[src/sv/tapc_pkg.sv]
// ----------------------------------------------------------------------------
// tapc_pkg : shared types and helpers for the three-axis PID core
// Register map codes, lane sequencer states, lane interface structs and the
// sign, magnitude and saturation helpers used by the lanes.
// ----------------------------------------------------------------------------
package tapc_pkg;

   localparam int TAPC_MAX_AXES = 3;
   localparam int TAPC_AXES     = 3;

   localparam int DIV_STEPS = 64;
   localparam int CNT_W     = $clog2(DIV_STEPS);

   localparam logic [31:0] PERIOD_RESET = 32'd65536;
   localparam logic [63:0] D_CLAMP      = 64'd1 << 48;

   localparam logic signed [51:0] SAT_MAX = 52'sd2147483647;
   localparam logic signed [51:0] SAT_MIN = -52'sd2147483648;

   // register indexes (byte address 4*index)
   localparam logic [1:0] REG_GAIN_P = 2'd0;
   localparam logic [1:0] REG_GAIN_I = 2'd1;
   localparam logic [1:0] REG_GAIN_D = 2'd2;
   localparam logic [1:0] REG_PERIOD = 2'd3;

   typedef enum logic [3:0] {
      LN_IDLE,
      LN_MUL_P,
      LN_MUL_T,
      LN_INTEG,
      LN_MUL_I,
      LN_MUL_D,
      LN_DIV,
      LN_SUM,
      LN_DONE
   } lane_state_type;

   typedef struct packed {
      logic signed [31:0] gain_p;
      logic signed [31:0] gain_i;
      logic signed [31:0] gain_d;
      logic        [31:0] period;
   } tapc_cfg_type;

   typedef struct packed {
      logic start;
      logic ack;
   } lane_ctrl_type;

   typedef struct packed {
      logic idle;
      logic done;
   } lane_stat_type;

   function automatic logic [31:0] mag32(input logic signed [31:0] v);
      return v[31] ? 32'(-v) : 32'(v);
   endfunction

   function automatic logic [32:0] mag33(input logic signed [32:0] v);
      return v[32] ? 33'(-v) : 33'(v);
   endfunction

   function automatic logic signed [51:0] apply_sign(input logic [50:0] m, input logic neg);
      logic signed [51:0] ext;
      ext = $signed({1'b0, m});
      return neg ? -ext : ext;
   endfunction

   function automatic logic signed [31:0] sat32(input logic signed [51:0] v);
      logic signed [31:0] res;
      if (v > SAT_MAX) begin
         res = 32'h7FFFFFFF;
      end else if (v < SAT_MIN) begin
         res = 32'h80000000;
      end else begin
         res = v[31:0];
      end
      return res;
   endfunction

endpackage

[src/sv/tapc_lane.sv]
// ----------------------------------------------------------------------------
// tapc_lane : one PID axis
// Sequences a shared 33x32 multiplier over the P, trapezoid, I and D products,
// then a restoring divider, one quotient bit per cycle, for the D term.
// ----------------------------------------------------------------------------
module tapc_lane (
   input  logic                      clock,
   input  logic                      reset,
   input  tapc_pkg::tapc_cfg_type    cfg,
   input  tapc_pkg::lane_ctrl_type   ctrl,
   input  logic signed [31:0]        err,
   output tapc_pkg::lane_stat_type   stat,
   output logic signed [31:0]        drive
);
   import tapc_pkg::*;

   lane_state_type state_ff, state_in;

   logic signed [31:0] err_ff;
   logic signed [31:0] prev_ff;
   logic signed [31:0] integ_ff;
   logic signed [47:0] p_ff;
   logic signed [47:0] i_ff;
   logic signed [31:0] drive_ff;
   logic        [63:0] prod_ff;
   logic        [31:0] rem_ff;
   logic   [CNT_W-1:0] cnt_ff;

   logic        [32:0] mul_a;
   logic        [31:0] mul_b;
   logic        [64:0] product_w;
   logic signed [32:0] sum_w;
   logic signed [32:0] diff_w;
   logic        [31:0] divisor_w;
   logic        [32:0] rem_sh_w;
   logic               qbit_w;
   logic        [31:0] rem_next_w;
   logic        [48:0] dmag_w;
   logic signed [51:0] integ_sum_w;
   logic signed [51:0] total_w;

   assign sum_w     = 33'(err_ff) + 33'(prev_ff);
   assign diff_w    = 33'(err_ff) - 33'(prev_ff);
   assign divisor_w = (cfg.period == '0) ? 32'd1 : cfg.period;
   assign product_w = 65'(mul_a) * 65'(mul_b);

   // restoring divide step
   assign rem_sh_w   = {rem_ff, prod_ff[63]};
   assign qbit_w     = rem_sh_w >= {1'b0, divisor_w};
   assign rem_next_w = qbit_w ? 32'(rem_sh_w - {1'b0, divisor_w}) : rem_sh_w[31:0];

   assign dmag_w = (prod_ff > D_CLAMP) ? D_CLAMP[48:0] : prod_ff[48:0];

   assign integ_sum_w = 52'(integ_ff)
                      + apply_sign({4'b0, prod_ff[63:17]}, sum_w[32]);
   assign total_w = 52'(p_ff) + 52'(i_ff)
                  + apply_sign({2'b0, dmag_w}, cfg.gain_d[31] ^ diff_w[32]);

   always_ff @(posedge clock) begin
      if (reset) begin
         state_ff <= LN_IDLE;
      end else begin
         state_ff <= state_in;
      end
   end

   always_comb begin
      state_in = state_ff;
      mul_a    = '0;
      mul_b    = '0;
      case (state_ff)
         LN_IDLE: begin
            if (ctrl.start) state_in = LN_MUL_P;
         end
         LN_MUL_P: begin
            mul_a    = {1'b0, mag32(err_ff)};
            mul_b    = mag32(cfg.gain_p);
            state_in = LN_MUL_T;
         end
         LN_MUL_T: begin
            mul_a    = mag33(sum_w);
            mul_b    = cfg.period;
            state_in = LN_INTEG;
         end
         LN_INTEG: begin
            state_in = LN_MUL_I;
         end
         LN_MUL_I: begin
            mul_a    = {1'b0, mag32(integ_ff)};
            mul_b    = mag32(cfg.gain_i);
            state_in = LN_MUL_D;
         end
         LN_MUL_D: begin
            mul_a    = mag33(diff_w);
            mul_b    = mag32(cfg.gain_d);
            state_in = LN_DIV;
         end
         LN_DIV: begin
            if (cnt_ff == CNT_W'(DIV_STEPS - 1)) state_in = LN_SUM;
         end
         LN_SUM: begin
            state_in = LN_DONE;
         end
         LN_DONE: begin
            if (ctrl.ack) state_in = LN_IDLE;
         end
         default: begin
            state_in = LN_IDLE;
         end
      endcase
   end

   // axis state: integral and last error
   always_ff @(posedge clock) begin
      if (reset) begin
         integ_ff <= '0;
         prev_ff  <= '0;
      end else begin
         if (state_ff == LN_INTEG) integ_ff <= sat32(integ_sum_w);
         if (state_ff == LN_SUM)   prev_ff  <= err_ff;
      end
   end

   always_ff @(posedge clock) begin
      case (state_ff)
         LN_IDLE: begin
            if (ctrl.start) err_ff <= err;
         end
         LN_MUL_P: begin
            prod_ff <= product_w[63:0];
         end
         LN_MUL_T: begin
            p_ff    <= 48'(apply_sign({3'b0, prod_ff[63:16]}, err_ff[31] ^ cfg.gain_p[31]));
            prod_ff <= product_w[63:0];
         end
         LN_MUL_I: begin
            prod_ff <= product_w[63:0];
         end
         LN_MUL_D: begin
            i_ff    <= 48'(apply_sign({3'b0, prod_ff[63:16]}, integ_ff[31] ^ cfg.gain_i[31]));
            prod_ff <= product_w[63:0];
            rem_ff  <= '0;
            cnt_ff  <= '0;
         end
         LN_DIV: begin
            rem_ff  <= rem_next_w;
            prod_ff <= {prod_ff[62:0], qbit_w};
            cnt_ff  <= cnt_ff + CNT_W'(1);
         end
         LN_SUM: begin
            drive_ff <= sat32(total_w);
         end
         default: begin
         end
      endcase
   end

   assign stat.idle = (state_ff == LN_IDLE);
   assign stat.done = (state_ff == LN_DONE);
   assign drive     = drive_ff;

endmodule

[config.mk]
export PLATFORM = sky130hd
export DESIGN_NAME = tapc_lane
export DESIGN_NICKNAME = d
export VERILOG_FILES = /design/src/sv/tapc_pkg.sv /design/src/sv/tapc_lane.sv
export SDC_FILE = /design/constraint.sdc
export NUM_CORES = 2
export LEC_CHECK = 0
export ABC_AREA = 1
export BUFFER_PORTS_ARGS = -buffer_cell sky130_fd_sc_hd__buf_2
export CORE_AREA = 2 2 551 553
export DETAILED_ROUTE_END_ITERATION = 8
export DIE_AREA = 0 0 553 555
export PLACE_DENSITY = 0.4
export SLEW_MARGIN = 30
export SYNTH_ARGS = -nofsm -noshare
export SYNTH_HDL_FRONTEND = slang
export SYNTH_SLANG_ARGS = --single-unit
[constraint.sdc]
create_clock -name clock -period 11.47 [get_ports clock]
set_clock_uncertainty 0.15 [all_clocks]
set_input_delay 2.294 -clock clock [delete_from_list [all_inputs] [get_ports clock]]
set_output_delay 2.294 -clock clock [all_outputs]
set_load 0.02 [all_outputs]
## Word level (Yosys, flattened, before mapping)

Index checks and enable logic that the tools add are counted.

| word-level totals | value |
|---|---|
| register bits after elaboration | 330 |
| output and inout bits | 34 |

| cells by class | value |
|---|---|
| add/sub/neg operators | 17 |
| multiply operators | 1 |
| $lt $le $gt $ge | 6 |
| eq/ne operators | 12 |
| multiplexer cells | 26 |
| bitwise gates (word level) | 3 |
| reduce and logical (&&, ||, !) cells | 7 |

Operators with widths:

| kind | count |
|---|---|
| two-way mux 32 bit | 10 |
| negation 32 bit | 5 |
| one-hot mux 33 bit (4 select lines) | 1 |
| one-hot mux 32 bit (4 select lines) | 1 |
| one-hot mux 64 bit (2 select lines) | 1 |
| > comparator 52 x 32 -> 1 bit, second input constant | 2 |
| < comparator 52 x 32 -> 1 bit, second input constant | 2 |
| two-way mux 52 bit | 2 |
| two-way mux 48 bit | 2 |
| two-way mux 33 bit | 2 |
| negation 33 bit | 2 |
| > comparator 64 x 49 -> 1 bit, second input constant | 1 |
| multiplier 33 x 32 -> 64 bit | 1 |
| one-hot mux 32 bit (2 select lines) | 1 |
| adder 32 x 52 -> 52 bit | 1 |
| adder 49 x 52 -> 52 bit | 1 |
| negation 47 -> 52 bit | 1 |
| negation 49 -> 52 bit | 1 |
| adder 48 x 48 -> 49 bit | 1 |
| two-way mux 49 bit | 1 |
| negation 48 bit | 1 |
| one-hot mux 4 bit (9 select lines) | 1 |
| adder 32 x 32 -> 33 bit | 1 |
| greater-or-equal comparator 33 x 32 -> 1 bit | 1 |
| 18 further kinds | 29 |

## Depth between registers and ports, before layout

| logic depth | value |
|---|---|
| depth after elaboration | 7 |
| mapped depth | 58 |
| mapped depth without buffers | 56 |

## Worst setup path after synthesis

Ideal clock, no wire load.

| timing | value |
|---|---|
| kind | input to register |
| start point | in cfg[67] in the netlist's numbering |
| end point | reg prod_ff[59] (data pin) |
| arrival time | 10.481 ns |
| slack | 0.586 ns |
| cell stages on the path | 42 |
| buffers on the path | 1 |
| path through | nor2_2 nand2_1 nor2_2 nand2_1 nor3_4 nand3_1 nor2_1 nand2_1 o21ai_0 o21ai_0 o21ai_0 o21ai_0 nor2_4 buf_2 nor2_1 fa_1 inv_1 fa_1 [... 6 more ...] fa_1 fa_1 inv_1 fa_1 inv_1 ha_1 nand2_1 nor2_1 inv_1 nor4_1 nand3_1 nand3_1 a21o_1 a21o_1 a21oi_1 or2_2 nand3_1 nand2_1 |

| on the way | value |
|---|---|
| longest elaborated chain between the ends | 5 |

RTL lines:

| element | line | source |
|---|---|---|
| from (decl) | tapc_lane.sv:9 | `input tapc_pkg::tapc_cfg_type cfg,` |
| negation 32 bit | tapc_pkg.sv:56 | `return v[31] ? 32'(-v) : 32'(v);` |
| two-way mux 32 bit * | tapc_pkg.sv:56 |  |
| one-hot mux 32 bit (4 select lines) * | tapc_lane.sv:71 | `case (state_ff)` |
| multiplier 33 x 32 -> 64 bit * | tapc_lane.sv:45 | `assign product_w = 65'(mul_a) * 65'(mul_b);` |
| one-hot mux 64 bit (2 select lines) * | tapc_lane.sv:125 | `case (state_ff)` |
| to (signal assigned) | tapc_lane.sv:130 | `prod_ff <= product_w[63:0];` |
| to (signal assigned) | tapc_lane.sv:134 | `prod_ff <= product_w[63:0];` |
| to (signal assigned) | tapc_lane.sv:137 | `prod_ff <= product_w[63:0];` |
| to (decl) | tapc_lane.sv:25 | `logic [63:0] prod_ff;` |

Mark *: on every way between the ends. The rest lies on a longest branch, timed or not.
A chain may end at the register's enable or synchronous reset.

## Final worst setup path

| timing | value |
|---|---|
| start point | in cfg[99] in the netlist's numbering |
| end point | reg prod_ff[58] (data pin) |

Same word-level chain as after synthesis.

==> impl.org <==
** Setup path
- The worst register-to-register path ends at prod_ff[58].
- Along the worst path, the maximum fanout reaches 9.
- On the critical path, the stage with the largest delay is an instance of fa_1.
- STA classifies the critical path endpoint as a flip-flop.
- Reg2reg path depth :: 41
- By instance count, the cell type seen most on the critical path is inv_1.
- STA classifies the critical path startpoint as an input pin.
- At the worst endpoint, the arrival time is about 11 ns.
- Critical path type :: input pin to flip-flop
- The worst register-to-register path begins at err_ff[17].
- In this design, the stage delay of the slowest critical-path cell is 0.68 ns.
- Worst reg2reg setup slack :: 0.47 ns
- Data on the critical path is required at its endpoint by 11.74 ns.

** Synth
- Synthesized netlist cell count :: between 10,000 and 15,000
- When the netlist entered floorplanning its net count stood at 12,477.
- In the synthesized netlist the async set-or-reset flop fraction comes to 0%.
- Commonest register cell after synthesis :: edfxtp_1
- Dividing the synthesized area by the synthesized cell count gives slightly below 7 sq um.
- Yosys mapped the design onto ~70 distinct sky130hd cell types.
- Summing every instance area after synthesis gives about 75,000 sq um.
- In this run, synthesis produced a sequential element count of 330.
- Yosys mapped a number of flops with a built-in enable equal to roughly 260.
- During synthesis, Yosys emitted a total of 0 warnings.
- Part of the Yosys area used for sequential elements :: about an eighth

** Timing
- Number of endpoints failing setup at the final stage :: 0
- The final hold violation count was 0.
- Max-slew headroom :: 29.2%
- Transition time at the pin with the least slew margin :: 1.05 ns
- In the finished design, the share of the clock period the worst path needs comes to 97.0%.
- Max Transition Viols Final :: 0
- Highest achievable clock rate :: roughly 0.090 GHz
- The worst path in the final design needs a cycle of 11.13 ns, including I/O delays and setup.

** Die
- Core Footprint :: between 300,000 and 400,000 sq um
- The floorplan has just over 200 rows.
- I/O pin count :: 198
- Overall die area :: between 300,000 and 400,000 sq um
- Die span in y :: roughly 560 um
- Die X :: 553 um
- The initial utilization of the core area, before any placement, comes to 24.9%.

** Layout
- Synth-to-layout area growth :: 17.8%
- Top library cells by usage in the layout, fill and taps aside :: nand2_1, inv_1, nor2_1
- After filler insertion, the fill cell instance count of the layout stands at about 34,000.
- Cell area after layout :: a little under 90,000 sq um
- Nets :: 13,164
- Most common library cell in the layout ignoring fill and taps :: nand2_1
- Non-filler instance count after layout :: 15,574
- In the final layout, the share of cells above drive strength 1 is approximately an eighth.
- Share of the core filled with cells :: between 20% and 30%

** Drt
- Vias per std cell :: around 4.7
- Number of detailed-route iterations in the first pass :: 6
- Routed Wire Length :: 349,000 um
- For this block, the via count after detailed routing is 72,660.
- 1st-iter DRT viols :: 5,678
- For this run, design rule violations remaining after detail routing come to 0.
- Post-route ant nets :: 0
- Wirelength per Cell :: 22.4 um

** Flow run
- Number of maximum-capacitance violations :: 0

** Clock network
- Number of buffers created by CTS :: 48
- Clock-pin slew on the worst setup and hold paths :: about 0.06 ns
- Worst-skew pair later-pin latency :: approximately 0.7 ns
- The tree built by TritonCTS fans out to 330 sinks.
- The tree is rooted in a clkbuf_16.
- TritonCTS built the clock tree.
- Number of H-tree branching levels :: 2
- The longest clock path from root to sink contains 3 buffers.

** Hold path
- Number of instances on the worst hold path :: 2
- The min-delay analysis places its worst path in the category flip-flop to flip-flop.
- End of the worst hold path :: prev_ff[7]
- The worst hold path begins at prev_ff[7].

** Global route
- The total overflow left after global routing is 0.
- Initial antenna violation count :: 25
- Vias in the first global route :: 73,907
- Pin count of the biggest net entering global routing :: between 80 and 90
- Global routing consumed, over all layers together, between 20% and 30% of the routing resources.
- First-pass GRT wire length :: between 500,000 and 600,000 um

** Outcome
- The run finished with clean final reports.

** Place
- Including well taps, the total number of placed cells is ~15,000.
- Input and output buffers added on the ports amount to slightly below 200.
- Detailed placement finished with a half-perimeter wire length of 301,000 um.
- Summing all placed instances gives a cell area of between 80,000 and 90,000 sq um.
- The congestion estimate from routability-driven global placement came to ~0.95.

** Power
- Across the VDD grid, the largest voltage drop is 0.000229 V.
- In this run the static leakage power is approximately 45 nW.
- Power spread over the standard cell area amounts to 195 nW/um^2.
[repair_timing]
item / in CTS / in global routing
setup endpoints to repair: 1 / 35
buffers inserted: 0 / 16
pin swaps: 0 / 20
hold buffers: 0 / 0
gates resized for setup: 2 / 145
endpoints found under the hold margin: 0 / 0
[cell type report]
class                   instances  area, sq um  share of cell area (%)
inverters                    2489         9390                    10.6
repair buffers                977         7830                    8.86
diodes                          6         15.0                  0.0170
clock inverters                28          225                   0.255
well taps                    3978         4980                    5.63
flip-flops and latches        330         9230                    10.4
clock buffers                  60         1290                    1.46
multi-input cells            7706        55400                    62.7
[power breakdown]
group,internal [W],switching (W)
Sequential,0.00173,0.000246
Combinational,0.00532,0.00840
Clock,0.000802,0.000682
Total,0.00786,0.00933
[layer usage]
metal	up-vias	wire, um	track usage [%]
met5	-	155	0
met4	26	10600	5.84
met3	335	18800	2.55
met2	2060	155000	35.9
met1	35776	165000	32.0
li1	34463	-	-
[sequential cells by signal, summed over array words and instances (netlist names), 32 cells and up]
| signal | flops |
|---|---|
| prod_ff | 64 |
| p_ff | 48 |
| prev_ff | 32 |
| integ_ff | 32 |
| drive | 32 |
| i_ff | 48 |
| err_ff | 32 |
| rem_ff | 32 |
[worst max path at each step]
| stage | start | end | slack (ns) | cells after the start |
|---|---|---|---|---|
| floorplan | cfg[67] | prod_ff[59] | 0.59 | 42 |
| global placement | cfg[43] | prod_ff[59] | -0.74 | 42 |
| detailed placement | cfg[34] | prod_ff[59] | -0.75 | 45 |
| CTS | err_ff[0] | prod_ff[59] | 0.1 | 50 |
| global route | cfg[99] | prod_ff[59] | -0.03 | 41 |
| finish | cfg[99] | prod_ff[58] | 0.34 | 42 |
[synthesized netlist by cell type (20+ instances only)]
master	n	share of area, %
nand2_1	2555	13
inv_1	2434	12
nor2_1	1158	5.8
fa_1	981	26
o21ai_0	565	3.8
a21oi_1	537	3.6
ha_1	467	7.8
nand3_1	412	2.7
edfxtp_1	262	10
xor2_1	221	2.6
clkbuf_1	169	0.85
buf_2	111	0.74
nor3_1	108	0.72
nand4_1	106	0.88
xnor2_1	84	0.98
dfxtp_1	68	1.8
nor4_1	49	0.41
a31oi_1	46	0.38
inv_2	39	0.20
or2_2	39	0.33
nand2_2	38	0.32
o21bai_1	37	0.37
buf_4	34	0.34
nor2_2	31	0.26
a21o_1	30	0.30
nand3b_1	22	0.22
o211ai_1	21	0.21
nand3_2	20	0.27
o21ai_1	20	0.13
[per-stage QoR]
| step | setup TNS [ns] | total power [W] | worst slack, ns | hold slack, ns |
|---|---|---|---|---|
| 3_3_place_gp | -16.79 | 0.0157 | -0.738 | 0.318 |
| 5_1_grt | -0.0413 | 0.0189 | -0.0327 | 0.350 |
| 6_report | 0 | 0.0172 | 0.342 | 0.332 |
| 4_1_cts | 0 | 0.0172 | 0.0983 | 0.337 |
| 2_1_floorplan | 0 | 0.00928 | 0.586 | 0.293 |
| 3_5_place_dp | -16.50 | 0.0156 | -0.748 | 0.328 |
[critical path, delay by kind of cell]
kind | cells | cell delay, ns
adders and majority gates | 9 | 4.50
and+or+nand+nor | 12 | 1.71
AOI/OAI and AO/OA | 9 | 1.49
buffers and inverters | 12 | 1.36
[logic make-up after synthesis]
logic type	share of synthesized area, %
mux	0.0133
compound gates	9.58
xor+xnor	3.70
flops	12.3
fa+ha+maj	34.0
simple gates	25.8
buf+inv	14.7
Note: power is estimated with default switching activity, not from simulation.
